$ cat src/design/assert_macros.svh
// Assertion helpers shared by the design files; each expects clk_i and rst_ni in scope.
`ifndef ASSERT_MACROS_SVH
`define ASSERT_MACROS_SVH

// Check a property on every clock edge outside reset.
`define RRT_ASSERT(lbl, prop, msg) \
  lbl: assert property (@(posedge clk_i) disable iff (!rst_ni) (prop)) else $error(msg);

// Check that a condition in one cycle brings a consequence in the next.
`define RRT_ASSERT_NEXT(lbl, ante, cons, msg) \
  lbl: assert property (@(posedge clk_i) disable iff (!rst_ni) (ante) |=> (cons)) \
    else $error(msg);

`endif

$ cat src/design/rrt_pkg.sv
package rrt_pkg;

  typedef enum logic [1:0] {
    OP_ISSUE = 2'd0,
    OP_REPLY = 2'd1,
    OP_SWEEP = 2'd2,
    OP_QUERY = 2'd3
  } op_e;

  localparam logic STATUS_OK   = 1'b0;
  localparam logic STATUS_BUSY = 1'b1;

  localparam logic [31:0] EXPIRY_RESET = 32'd1000000;

  typedef struct packed {
    op_e         op;
    logic [31:0] reply_id;
    logic [31:0] now_time;
  } in_word_t;

  typedef struct packed {
    logic [31:0] new_id;
    logic [31:0] round_trip;
    logic        found;
    logic [4:0]  expired_count;
    logic [4:0]  pending_count;
    logic        status;
  } out_word_t;

  // One table entry as held in the slot memory.
  typedef struct packed {
    logic        valid;
    logic [31:0] ident;
    logic [31:0] stamp;
  } slot_t;

endpackage

$ cat src/design/rrt_chan_if.sv
interface rrt_chan_if #(
  parameter type T = logic
) ();
  logic valid;
  logic ready;
  T     data;

  modport source (output valid, output data, input ready);
  modport sink (input valid, input data, output ready);
endinterface

$ cat src/design/rrt_ram.sv
module rrt_ram #(
  parameter int unsigned Width = 8,
  parameter int unsigned Depth = 16
) (
  input  logic                     clk_i,
  input  logic                     we_i,
  input  logic [$clog2(Depth)-1:0] waddr_i,
  input  logic [Width-1:0]         wdata_i,
  input  logic [$clog2(Depth)-1:0] raddr_i,
  output logic [Width-1:0]         rdata_o
);
  logic [Width-1:0] mem_q [Depth];
  logic [Width-1:0] rdata_q;

  always_ff @(posedge clk_i) begin
    if (we_i) begin
      mem_q[waddr_i] <= wdata_i;
    end
    rdata_q <= mem_q[raddr_i];
  end

  assign rdata_o = rdata_q;
endmodule

$ cat src/design/round_trip_request_tracker.sv
// Channel   Dir  Word                                        Accepted when
// in_i      in   op, reply_id, now_time                      in_i.valid & in_i.ready
// out_o     out  new_id, round_trip, found, expired_count,   out_o.valid & out_o.ready
//                pending_count, status
// cfg_i     in   expiry_limit                                cfg_i.valid (ready always high)
//
// The slot memory (one read port, one write port, registered read) sets the pace of
// each word: every entry visit costs a read, and a reply first turns its identifier
// into a slot index by a reciprocal multiply on accept and a multiply-subtract in the
// next cycle.
// After reset a clearing pass writes every slot empty with in_i.ready low;
// configuration writes are taken throughout.
// A finished result waits in the output register while the next word is accepted; that
// word stalls in its last step only if the output register is still full.

`include "assert_macros.svh"

module round_trip_request_tracker #(
  parameter int unsigned TABLE_DEPTH = 16
) (
  input  logic       clk_i,
  input  logic       rst_ni,
  rrt_chan_if.sink   in_i,
  rrt_chan_if.source out_o,
  rrt_chan_if.sink   cfg_i
);
  import rrt_pkg::*;

  localparam int unsigned AW = $clog2(TABLE_DEPTH);
  localparam int unsigned CW = $clog2(TABLE_DEPTH + 1);
  localparam logic [AW-1:0] LAST = AW'(TABLE_DEPTH - 1);
  localparam logic [CW-1:0] DEPTH_C = CW'(TABLE_DEPTH);
  localparam int unsigned SW = $bits(slot_t);

  // Reciprocal of the table depth, rounded up, scaled by 2^(32 + AW). The product with
  // any 32-bit identifier, shifted down, gives the exact quotient.
  localparam int unsigned SH = 32 + AW;
  localparam logic [32:0] RECIP =
    33'(((64'd1 << SH) + 64'(TABLE_DEPTH) - 64'd1) / 64'(TABLE_DEPTH));
  localparam logic [31:0] DEPTH_32 = 32'(TABLE_DEPTH);

  localparam logic [2:0] S_CLEAR  = 3'd0;
  localparam logic [2:0] S_IDLE   = 3'd1;
  localparam logic [2:0] S_REM    = 3'd2;
  localparam logic [2:0] S_LOOK   = 3'd3;
  localparam logic [2:0] S_EVAL   = 3'd4;
  localparam logic [2:0] S_SWEEP  = 3'd5;
  localparam logic [2:0] S_SWTAIL = 3'd6;
  localparam logic [2:0] S_DONE   = 3'd7;

  // Control state
  logic [2:0]    state_q, state_d;
  logic [AW-1:0] idx_q, idx_d;
  logic          chk_q, chk_d;
  logic [31:0]   next_id_q, next_id_d;
  logic [AW-1:0] next_slot_q, next_slot_d;
  logic [CW-1:0] pend_q, pend_d;
  logic [31:0]   limit_q, limit_d;
  logic          out_valid_q, out_valid_d;

  // Payload state
  op_e           op_q, op_d;
  logic [31:0]   rid_q, rid_d;
  logic [31:0]   quo_q, quo_d;
  logic [31:0]   now_q, now_d;
  logic [AW-1:0] addr_q, addr_d;
  logic [AW-1:0] chk_addr_q, chk_addr_d;
  logic [CW-1:0] exp_q, exp_d;
  logic [31:0]   res_id_q, res_id_d;
  logic [31:0]   res_rtt_q, res_rtt_d;
  logic          res_found_q, res_found_d;
  logic          res_status_q, res_status_d;
  out_word_t     out_q, out_d;

  // Slot memory access
  logic          ram_we;
  logic [AW-1:0] ram_waddr;
  logic [AW-1:0] ram_raddr;
  slot_t         ram_wslot;
  logic [SW-1:0] ram_rdata;
  slot_t         rd_slot;

  logic          out_free;
  logic [31:0]   age;
  logic          expire;
  logic [64:0]   rid_prod;
  logic          issue_busy;
  logic          done_fire;

  rrt_ram #(
    .Width(SW),
    .Depth(TABLE_DEPTH)
  ) u_slots (
    .clk_i  (clk_i),
    .we_i   (ram_we),
    .waddr_i(ram_waddr),
    .wdata_i(ram_wslot),
    .raddr_i(ram_raddr),
    .rdata_o(ram_rdata)
  );

  assign rd_slot  = slot_t'(ram_rdata);
  assign out_free = !out_valid_q || out_o.ready;

  assign in_i.ready  = (state_q == S_IDLE);
  assign cfg_i.ready = 1'b1;
  assign out_o.valid = out_valid_q;
  assign out_o.data  = out_q;

  // Wrapping age of the entry just read; a sweep frees it once age passes the limit.
  assign age    = now_q - rd_slot.stamp;
  assign expire = chk_q && rd_slot.valid && (age > limit_q);

  // Scaled reciprocal product of the arriving reply identifier; its top bits are the
  // quotient by the table depth.
  assign rid_prod = 65'(in_i.data.reply_id) * 65'(RECIP);

  assign issue_busy = (state_q == S_EVAL) && (op_q == OP_ISSUE) && rd_slot.valid;
  assign done_fire  = (state_q == S_DONE) && out_free;

  always_comb begin
    state_d      = state_q;
    idx_d        = idx_q;
    chk_d        = chk_q;
    next_id_d    = next_id_q;
    next_slot_d  = next_slot_q;
    pend_d       = pend_q;
    limit_d      = limit_q;
    out_valid_d  = out_valid_q;
    op_d         = op_q;
    rid_d        = rid_q;
    quo_d        = quo_q;
    now_d        = now_q;
    addr_d       = addr_q;
    chk_addr_d   = chk_addr_q;
    exp_d        = exp_q;
    res_id_d     = res_id_q;
    res_rtt_d    = res_rtt_q;
    res_found_d  = res_found_q;
    res_status_d = res_status_q;
    out_d        = out_q;

    ram_we    = 1'b0;
    ram_waddr = addr_q;
    ram_wslot = '0;
    ram_raddr = (state_q == S_SWEEP) ? idx_q : addr_q;

    if (cfg_i.valid) begin
      limit_d = cfg_i.data;
    end

    // Drop the result once the sink takes it.
    if (out_valid_q && out_o.ready) begin
      out_valid_d = 1'b0;
    end

    case (state_q)
      S_CLEAR: begin
        // Empty one slot per cycle after reset.
        ram_we    = 1'b1;
        ram_waddr = idx_q;
        ram_wslot = '0;
        if (idx_q == LAST) begin
          idx_d   = '0;
          state_d = S_IDLE;
        end else begin
          idx_d = idx_q + 1'b1;
        end
      end
      S_IDLE: begin
        if (in_i.valid) begin
          op_d         = in_i.data.op;
          rid_d        = in_i.data.reply_id;
          now_d        = in_i.data.now_time;
          res_id_d     = '0;
          res_rtt_d    = '0;
          res_found_d  = 1'b0;
          res_status_d = STATUS_OK;
          exp_d        = '0;
          case (in_i.data.op)
            OP_ISSUE: begin
              addr_d  = next_slot_q;
              state_d = S_LOOK;
            end
            OP_REPLY: begin
              quo_d   = 32'(rid_prod >> SH);
              state_d = S_REM;
            end
            OP_SWEEP: begin
              idx_d   = '0;
              chk_d   = 1'b0;
              state_d = S_SWEEP;
            end
            default: begin
              state_d = S_DONE;
            end
          endcase
        end
      end
      S_REM: begin
        // Take the quotient times the depth off the identifier to leave the slot.
        addr_d  = AW'(rid_q - quo_q * DEPTH_32);
        state_d = S_LOOK;
      end
      S_LOOK: begin
        state_d = S_EVAL;
      end
      S_EVAL: begin
        if (op_q == OP_ISSUE) begin
          if (rd_slot.valid) begin
            res_status_d = STATUS_BUSY;
          end else begin
            ram_we          = 1'b1;
            ram_wslot.valid = 1'b1;
            ram_wslot.ident = next_id_q;
            ram_wslot.stamp = now_q;
            res_id_d        = next_id_q;
            next_id_d       = next_id_q + 32'd1;
            pend_d          = pend_q + 1'b1;
            // The slot restarts at zero after the last slot, and also when the identifier wraps.
            if (next_id_q == '1 || next_slot_q == LAST) begin
              next_slot_d = '0;
            end else begin
              next_slot_d = next_slot_q + 1'b1;
            end
          end
        end else if (rd_slot.valid && rd_slot.ident == rid_q) begin
          ram_we          = 1'b1;
          ram_wslot       = rd_slot;
          ram_wslot.valid = 1'b0;
          res_rtt_d       = now_q - rd_slot.stamp;
          res_found_d     = 1'b1;
          pend_d          = pend_q - 1'b1;
        end
        state_d = S_DONE;
      end
      S_SWEEP: begin
        // Read the next slot while the previous one is checked and written back.
        chk_d      = 1'b1;
        chk_addr_d = idx_q;
        if (idx_q == LAST) begin
          state_d = S_SWTAIL;
        end else begin
          idx_d = idx_q + 1'b1;
        end
      end
      S_SWTAIL: begin
        chk_d   = 1'b0;
        state_d = S_DONE;
      end
      S_DONE: begin
        // Hold here until the output register is free.
        if (out_free) begin
          out_d.new_id        = res_id_q;
          out_d.round_trip    = res_rtt_q;
          out_d.found         = res_found_q;
          out_d.expired_count = 5'(exp_q);
          out_d.pending_count = 5'(pend_q);
          out_d.status        = res_status_q;
          out_valid_d         = 1'b1;
          state_d             = S_IDLE;
        end
      end
      default: begin
        state_d = S_IDLE;
      end
    endcase

    // Free an expired entry found by the sweep.
    if ((state_q == S_SWEEP || state_q == S_SWTAIL) && expire) begin
      ram_we          = 1'b1;
      ram_waddr       = chk_addr_q;
      ram_wslot       = rd_slot;
      ram_wslot.valid = 1'b0;
      pend_d          = pend_q - 1'b1;
      exp_d           = exp_q + 1'b1;
    end
  end

  always_ff @(posedge clk_i or negedge rst_ni) begin
    if (!rst_ni) begin
      state_q     <= S_CLEAR;
      idx_q       <= '0;
      chk_q       <= 1'b0;
      next_id_q   <= '0;
      next_slot_q <= '0;
      pend_q      <= '0;
      limit_q     <= EXPIRY_RESET;
      out_valid_q <= 1'b0;
    end else begin
      state_q     <= state_d;
      idx_q       <= idx_d;
      chk_q       <= chk_d;
      next_id_q   <= next_id_d;
      next_slot_q <= next_slot_d;
      pend_q      <= pend_d;
      limit_q     <= limit_d;
      out_valid_q <= out_valid_d;
    end
  end

  always_ff @(posedge clk_i) begin
    op_q         <= op_d;
    rid_q        <= rid_d;
    quo_q        <= quo_d;
    now_q        <= now_d;
    addr_q       <= addr_d;
    chk_addr_q   <= chk_addr_d;
    exp_q        <= exp_d;
    res_id_q     <= res_id_d;
    res_rtt_q    <= res_rtt_d;
    res_found_q  <= res_found_d;
    res_status_q <= res_status_d;
    out_q        <= out_d;
  end

  `RRT_ASSERT(a_pend_bound, pend_q <= DEPTH_C, "pending count exceeds table depth")
  `RRT_ASSERT(a_slot_range, (state_q == S_LOOK) |-> (addr_q <= LAST), "slot index out of range")
  `RRT_ASSERT_NEXT(a_busy_hold, issue_busy, $stable(next_id_q), "refused issue moved next id")
  `RRT_ASSERT_NEXT(a_done_out, done_fire, out_valid_q && state_q == S_IDLE, "word not presented")

endmodule

$ cat src/flat_wrapper.sv
// flat-port wrapper written by rule: the top's interface ports become plain ports
module round_trip_request_tracker_flat import rrt_pkg::*;
#(
  parameter int unsigned TABLE_DEPTH = 16
)
  (clk_i, rst_ni, in_i_valid, in_i_data, in_i_ready, out_o_valid, out_o_data, out_o_ready, cfg_i_valid, cfg_i_data, cfg_i_ready);
  rrt_chan_if #(.T(in_word_t)) in_i_i ();
  rrt_chan_if #(.T(out_word_t)) out_o_i ();
  rrt_chan_if #(.T(logic [31:0])) cfg_i_i ();
  input  logic clk_i;
  input  logic rst_ni;
  input wire logic [$bits(in_i_i.valid)-1:0] in_i_valid;
  input wire logic [$bits(in_i_i.data)-1:0] in_i_data;
  output wire logic [$bits(in_i_i.ready)-1:0] in_i_ready;
  output wire logic [$bits(out_o_i.valid)-1:0] out_o_valid;
  output wire logic [$bits(out_o_i.data)-1:0] out_o_data;
  input wire logic [$bits(out_o_i.ready)-1:0] out_o_ready;
  input wire logic [$bits(cfg_i_i.valid)-1:0] cfg_i_valid;
  input wire logic [$bits(cfg_i_i.data)-1:0] cfg_i_data;
  output wire logic [$bits(cfg_i_i.ready)-1:0] cfg_i_ready;
  assign in_i_i.valid = in_i_valid;
  assign in_i_i.data = in_i_data;
  assign in_i_ready = in_i_i.ready;
  assign out_o_valid = out_o_i.valid;
  assign out_o_data = out_o_i.data;
  assign out_o_i.ready = out_o_ready;
  assign cfg_i_i.valid = cfg_i_valid;
  assign cfg_i_i.data = cfg_i_data;
  assign cfg_i_ready = cfg_i_i.ready;
  round_trip_request_tracker #(.TABLE_DEPTH(TABLE_DEPTH)) u_core (.clk_i(clk_i), .rst_ni(rst_ni), .in_i(in_i_i), .out_o(out_o_i), .cfg_i(cfg_i_i));
endmodule
$ cat config.mk
export PLATFORM = sky130hd
export DESIGN_NAME = round_trip_request_tracker_flat
export DESIGN_NICKNAME = d
export VERILOG_FILES = /design/src/design/rrt_pkg.sv /design/src/design/rrt_chan_if.sv /design/src/design/rrt_ram.sv /design/src/design/round_trip_request_tracker.sv /design/src/flat_wrapper.sv
export VERILOG_INCLUDE_DIRS = /design/src /design/src/design
export SDC_FILE = /design/constraint.sdc
export NUM_CORES = 2
export LEC_CHECK = 0
export ABC_CLOCK_PERIOD_IN_PS = 25300
export BUFFER_PORTS_ARGS = -buffer_cell sky130_fd_sc_hd__buf_2
export CORE_MARGIN = 4
export CORE_UTILIZATION = 30
export DETAILED_ROUTE_END_ITERATION = 16
export PLACE_DENSITY_LB_ADDON = 0.12
export SLEW_MARGIN = 20
export SYNTH_ARGS = -nofsm -noshare
export SYNTH_HDL_FRONTEND = slang
export SYNTH_SLANG_ARGS = --single-unit
$ cat constraint.sdc
create_clock -name clk_i -period 25.3 [get_ports clk_i]
set_input_delay 0 -clock clk_i [delete_from_list [all_inputs] [get_ports clk_i]]
set_output_delay 0 -clock clk_i [all_outputs]
set_load 0.005 [all_outputs]
Word-level counts from Yosys, hierarchy flattened
Memories as Yosys holds them, arrays and structs flattened. A register that Yosys moved wholly into a read port is not among the register bits.
Cells that the tools add are included.
{"block": "word_totals", "register_bits": 303, "input_bits": 103, "mem_bits_rw": 1040, "elab_cells": 152, "mem_count": 1}
{"block": "classes", "reduce_logical": 33, "n_addsub": 8, "eq_ne": 26, "mux": 58, "bitwise": 1, "n_lt_le_gt_ge": 1}
{"name": "u_core.u_slots.mem_q", "depth": 16, "word_bits": 65, "rd": 1, "rd_clocked_by_memory_dff": 1, "wr": 1, "line_no": "rrt_ram.sv:12", "source": "logic [Width-1:0] mem_q [Depth];"}
{"operator": "$mux 65", "n": 4}
{"operator": "$mux 32", "n": 5}
{"operator": "$pmux 32 s2", "n": 2}
{"operator": "$mux 64", "n": 1}
{"operator": "$mux 4", "n": 10}
{"operator": "$mux 5", "n": 8}
{"operator": "$add 32x1->32 const B", "n": 1}
{"operator": "$eq 32x32->1", "n": 1}
{"operator": "$eq 32x32->1 const B", "n": 1}
{"operator": "$gt 32x32->1", "n": 1}
{"operator": "$sub 32x32->32", "n": 1}
{"operator": "$pmux 3 s7", "n": 1}
{"operator": "$reduce_and 4->1", "n": 5}
{"operator": "$mux 1", "n": 16}
{"operator": "$ne 2x2->1 const B", "n": 7}
{"operator": "$eq 3x3->1 const B", "n": 4}
{"operator": "$mux 3", "n": 4}
{"operator": "$pmux 4 s3", "n": 1}
{"operator": "$reduce_and 3->1", "n": 4}
{"operator": "$add 5x1->5 const B", "n": 2}
{"operator": "$ne 2x1->1 const B", "n": 5}
{"operator": "$reduce_bool 2->1", "n": 5}
{"operator": "$pmux 3 s3", "n": 1}
{"operator": "$reduce_bool 3->1", "n": 3}
{"operator": "20 further kinds", "n": 34}

Depth between registers and ports, before layout
{"block": "logic_depth", "depth_word": 8, "ltp_mapped": 23, "depth_no_buf": 21}

Cells and area by module
Synthesis repeated with hierarchy kept, for this count alone.
{"block": "unflattened", "hier_cells": 2898, "hier_area_um2": 54853.9}
{"module": "rrt_ram", "seq_area_each_um2": 32531.2, "area_each_um2": 40243.6, "instances": 1, "cells_per_inst": 1673}
{"module": "round_trip_request_tracker", "seq_area_each_um2": 8697.1, "area_each_um2": 14610.3, "instances": 1, "cells_per_inst": 1225}

Worst setup path before layout
Ideal clock, no wire load.
{"block": "synth_timing", "path_kind": "reg-to-reg", "from": "reg u_core.now_q[0]", "to": "mem u_core.u_slots.mem_q[8][0] (netlist bit), enable pin", "setup_ns": 0.568, "required_time_ns": 24.732, "synth_period_minus_slack_ns": 9.191, "stages_incl_launch_ff": 22, "slack_ns": 16.109, "path_buffers": 1, "arrival_time_ns": 8.622, "cell_sequence": "edfxtp_1 > inv_1 > ha_1 > inv_1 > fa_1 > a21o_1 > nand4_1 > a21oi_1 > nor4_1 > or3_1 > nand2_1 > a311oi_1 > nor2b_1 > ha_1 > nand3_1 > nor4_1 > nand2_1 > o31a_1 > o21ai_1 > buf_2 > mux2_2 > nor3_1"}
{"block": "synth_between", "elab_chain_len": 7, "elab_cells_between_ends": 8, "classes_between": "1 x add/sub; 1 x order compare; 4 x mux; 2 x reduce/logical"}
{"item": "start, declared", "line_no": "round_trip_request_tracker.sv:65", "source": "logic [31:0] now_q, now_d;"}
{"item": "start signal, assigned", "line_no": "round_trip_request_tracker.sv:306", "source": "now_q <= now_d;"}
{"item": "$sub 32x32->32 (*)", "line_no": "round_trip_request_tracker.sv:111", "source": "assign age = now_q - rd_slot.stamp;"}
{"item": "via u_core.age[26]", "line_no": "round_trip_request_tracker.sv:84", "source": "logic [31:0] age;"}
{"item": "$gt 32x32->1 (*)", "line_no": "round_trip_request_tracker.sv:112", "source": "assign expire = chk_q && rd_slot.valid && (age > limit_q);"}
{"item": "$logic_and 1x1->1 (*)", "line_no": "round_trip_request_tracker.sv:112"}
{"item": "$logic_and 1x1->1 (*)", "line_no": "round_trip_request_tracker.sv:270", "source": "if ((state_q == S_SWEEP || state_q == S_SWTAIL) && expire) begin"}
{"item": "$mux 1", "line_no": "round_trip_request_tracker.sv:270"}
{"item": "$mux 1", "line_no": "rrt_ram.sv:16", "source": "if (we_i) begin"}
{"item": "$mux 1 (implied by the code)", "line_no": "rrt_ram.sv:17", "source": "mem_q[waddr_i] <= wdata_i;"}
{"item": "end, declared", "line_no": "rrt_ram.sv:12"}
Mark *: on every way through the listed nets, which the timed path passes. The rest lies on a longest branch.

Worst setup path in the final report
{"block": "layout_timing", "from": "reg u_core.now_q[0]", "to": "mem u_core.u_slots.mem_q[12][41] (netlist bit), enable pin"}
The elaborated chain is that of the path after synthesis.

==> key figures <==
Min path
  – HP Class: in2reg
  – Worst Hold Depth: 4

Placed design
  – RD Place Congestion: 0.802
  – DP HPWL: around 95000 um
  – Buffers on Ports: between 150 and 200
  – Area after DPL: 59400 sq um
  – Place WS: 17.62 ns

Synthesis
  – Synth area leaders: edfxtp_1 68%, mux4_2 11%, dfrtp_1 3.4%
  – Async SR Flop Fraction: 0.0582
  – Xor-xnor portion of the synthesized cell area: 0.0153
  – Mux cell area share after synthesis: 0.110
  – Largest family of logic cells by synthesized area: multiplexers
  – Avg Cell Area, Syn: 18.3 sq um
  – Simple-gate area share of the yosys netlist: 0.0505
  – Ys Warns: 0
  – Mapped Cells: 3032
  – Post-synth top area cell: edfxtp_1
  – Post-synthesis compound-gate area fraction: 0.0467
  – Ys flop type: edfxtp_1
  – Synth cell types: 69
  – Most frequent cell after synthesis: edfxtp_1
  – Post-synth EDFFs: around 1300
  – Post-Syn Area: around 56000 sq um
  – Area share of the largest cell type after synthesis: 0.682
  – Seq/Total Area, Yosys: 0.743
  – Flop and latch count out of synthesis: 1408
  – Adder-Cell Fraction of Synth Area: 0.0159
  – Syn nets: 3205
  – Synth top cells by count: 1261 x edfxtp_1, 260 x mux4_2, 231 x nand2_1, 125 x and2_1, 84 x inv_1

Timing
  – Crit share post-route: 0.307
  – Finish-stage setup viols: 0
  – Setup_tns: 0 ns
  – Tightest Pin Transition: 1.15 ns
  – Final Max Slew Viols: 0
  – Minimum clock period: roughly 7.8 ns
  – Slew margin rel.: 0.227
  – Final setup margin: 17.52 ns
  – Fmax: 129 MHz
  – Clock Skew: 0.0355 ns
  – RSZ-0062 raised after global routing: no
  – Final hold violations: 0
  – Hold Worst Slack: 0.104 ns

Setup path
  – Worst EP arrival: 8.17 ns
  – Crit start category: flip-flop
  – Cell mode on critical path: buf_4
  – Flop2flop setup slack: 17.52 ns
  – Crit Path Category: reg2reg
  – Worst path max stage delay: 0.73 ns
  – Endpoint type of the worst setup path: flip-flop
  – Req. time, crit path: approximately 26 ns
  – R2R cell count: 25
  – CP max FO: 40
  – Critical Path Slowest Stage Cell: buf_4

Pwr
  – Tot Pwr: 7.94 mW
  – Maximum VDD drop: about 0.088 mV
  – PwrDens: 118 nW/um^2
  – Leakage: about 23 nW

Detailed routing
  – Routed Antenna Nets: 0
  – Via density per instance: 4.84
  – DRC Markers: 0
  – Iter 0 DRT Violations: 2511
  – Final WL: 156000 um
  – DR pass1 iterations: 5
  – Routed length per instance: 25.4 um
  – Via Count: 29706

Clocking
  – Root buffer cell: clkbuf_16
  – Setup Fix Bufs, Post-CTS: 0
  – H-Tree Depth: 4
  – Worst-Skew Late Latency: 0.79 ns
  – CTS tree: yes
  – Hold-fix buffers at CTS: 264
  – Post_cts resized: 0
  – Worst-path clk slew: around 0.060 ns
  – # clock sinks: 1408
  – Number of CTS-inserted buffers: 156
  – Clock buffer depth: 3

Die
  – Core Area: about 180000 sq um
  – Die area: 192000 sq um
  – I/O pin count: about 180
  – Initial core utilization: 0.303
  – Die width: between 400 and 500 um
  – Rows: 157
  – Die height: around 440 um

Global route
  – Met3 usage: 0.0291
  – Global route hottest layer: met2
  – First-pass GRT wire length: around 230000 um
  – Vias in the first global route: approximately 32000
  – Largest net degree at the start of global routing: 97
  – GR Overflow Total: 0
  – Met1 Use GR: 0.221
  – Global Route Usage Sum: 0.162
  – GRT met2 Usage: 0.267
  – Initial antenna violation count: 2

Final layout
  – Share of cells above drive strength 1: 0.214
  – Final instance area: 67200 sq um
  – Nets: 3717
  – Area delta synth->final: 21.0%

Run status
  – Status: finished, final reports clean

Job
  – # Max-Cap Violations: 0
[worst max-delay path, delay by kind of cell, from the launching register on]
kind / cells / cell delay, ns
and+or+nand+nor: 10 / 2.48
buffers and inverters: 6 / 2.18
AOI/OAI and AO/OA: 6 / 1.32
adders and majority gates: 3 / 0.89
DFF: 1 / 0.37
[state kept, by name, indices dropped and copies added, names as in the netlist, 2 cells and up]
signal / count
u_core.u_slots.mem_q: 1040
u_core.out_o.data: 76
u_core.u_slots.rdata_o: 65
u_core.limit_q: 32
u_core.next_id_q: 32
u_core.now_q: 32
u_core.res_id_q: 32
u_core.res_rtt_q: 32
u_core.rid_q: 32
u_core.exp_q: 5
u_core.pend_q: 5
u_core.addr_q: 4
u_core.chk_addr_q: 4
u_core.idx_q: 4
u_core.next_slot_q: 4
u_core.state_q: 3
u_core.op_q: 2
[layout make-up]
type / count / area [sq um]
inverters: 87 / 329
clock buffers: 210 / 4310
flip-flops and latches: 1408 / 41200
diodes: 2 / 5.00
clock inverters: 78 / 741
multi-input cells: 1395 / 13500
well taps: 2464 / 3080
fillers: 17120 / 116000
repair buffers: 496 / 4000
[cells in the final DEF (no fill, tap or decap), types with 15 or more instances in the layout]
cell           netlist  layout
edfxtp_1          1261    1261
dlygate4sd3_1        0     263
mux4_2             260     260
nand2_1            231     229
buf_2               49     179
clkbuf_16            0     161
and2_1             125     125
inv_1               84      83
dfrtp_1             75      75
a31oi_1             71      71
ha_1                69      69
a211oi_1            67      67
dfxtp_1             65      65
o21ai_0             65      64
a22o_1              61      61
xnor2_1             49      49
xor2_1              48      48
buf_4               19      48
nor2_1              60      47
a21oi_1             46      46
clkbuf_1            70      39
nand3_1             33      33
clkinv_2             0      27
clkinv_1             0      24
nand4_1             18      18
a21o_1              18      18
nor2_4               2      15
[per-stage QoR]
step / util / std cells
6_report: 0.366 / 6140
5_1_grt: 0.366 / 6139
3_3_place_gp: 0.324 / 5586
2_1_floorplan: - / 3032
4_1_cts: 0.366 / 6138
3_5_place_dp: 0.324 / 5586
[worst paths after layout]
kind / start / endpoint
max in group asynchronous: rst_ni / u_core.limit_q[23]
worst min-delay path: out_o_ready / u_core.out_o.valid
worst max register to register: u_core.now_q[0] / u_core.u_slots.mem_q[12][41]
min in group asynchronous: rst_ni / u_core.next_id_q[30]
worst max-delay path: u_core.now_q[0] / u_core.u_slots.mem_q[12][41]
worst min register to register: u_core.res_rtt_q[17] / u_core.out_o.data[29]
[where the power goes]
part	switching, mW	internal [mW]
logic	1.58	0.935
clock network	0.934	1.30
registers	0.140	3.05
[metal layers]
layer,share of wire,vias up
met4,0.023,0
li1,-,13037
met2,0.48,706
met3,0.045,183
met1,0.45,15780
met5,0,-
[logic make-up (layout without fill, tap and decap cells)]
family / count (synthesis) / in the layout
fa+ha+maj: 70 / 70
compound gates: 380 / 380
mux: 284 / 284
buf+inv: 229 / 871
flops: 1408 / 1408
other cells: 1 / 3
simple gates: 563 / 563
xor+xnor: 97 / 97
Power figures use the tool's default switching activity.
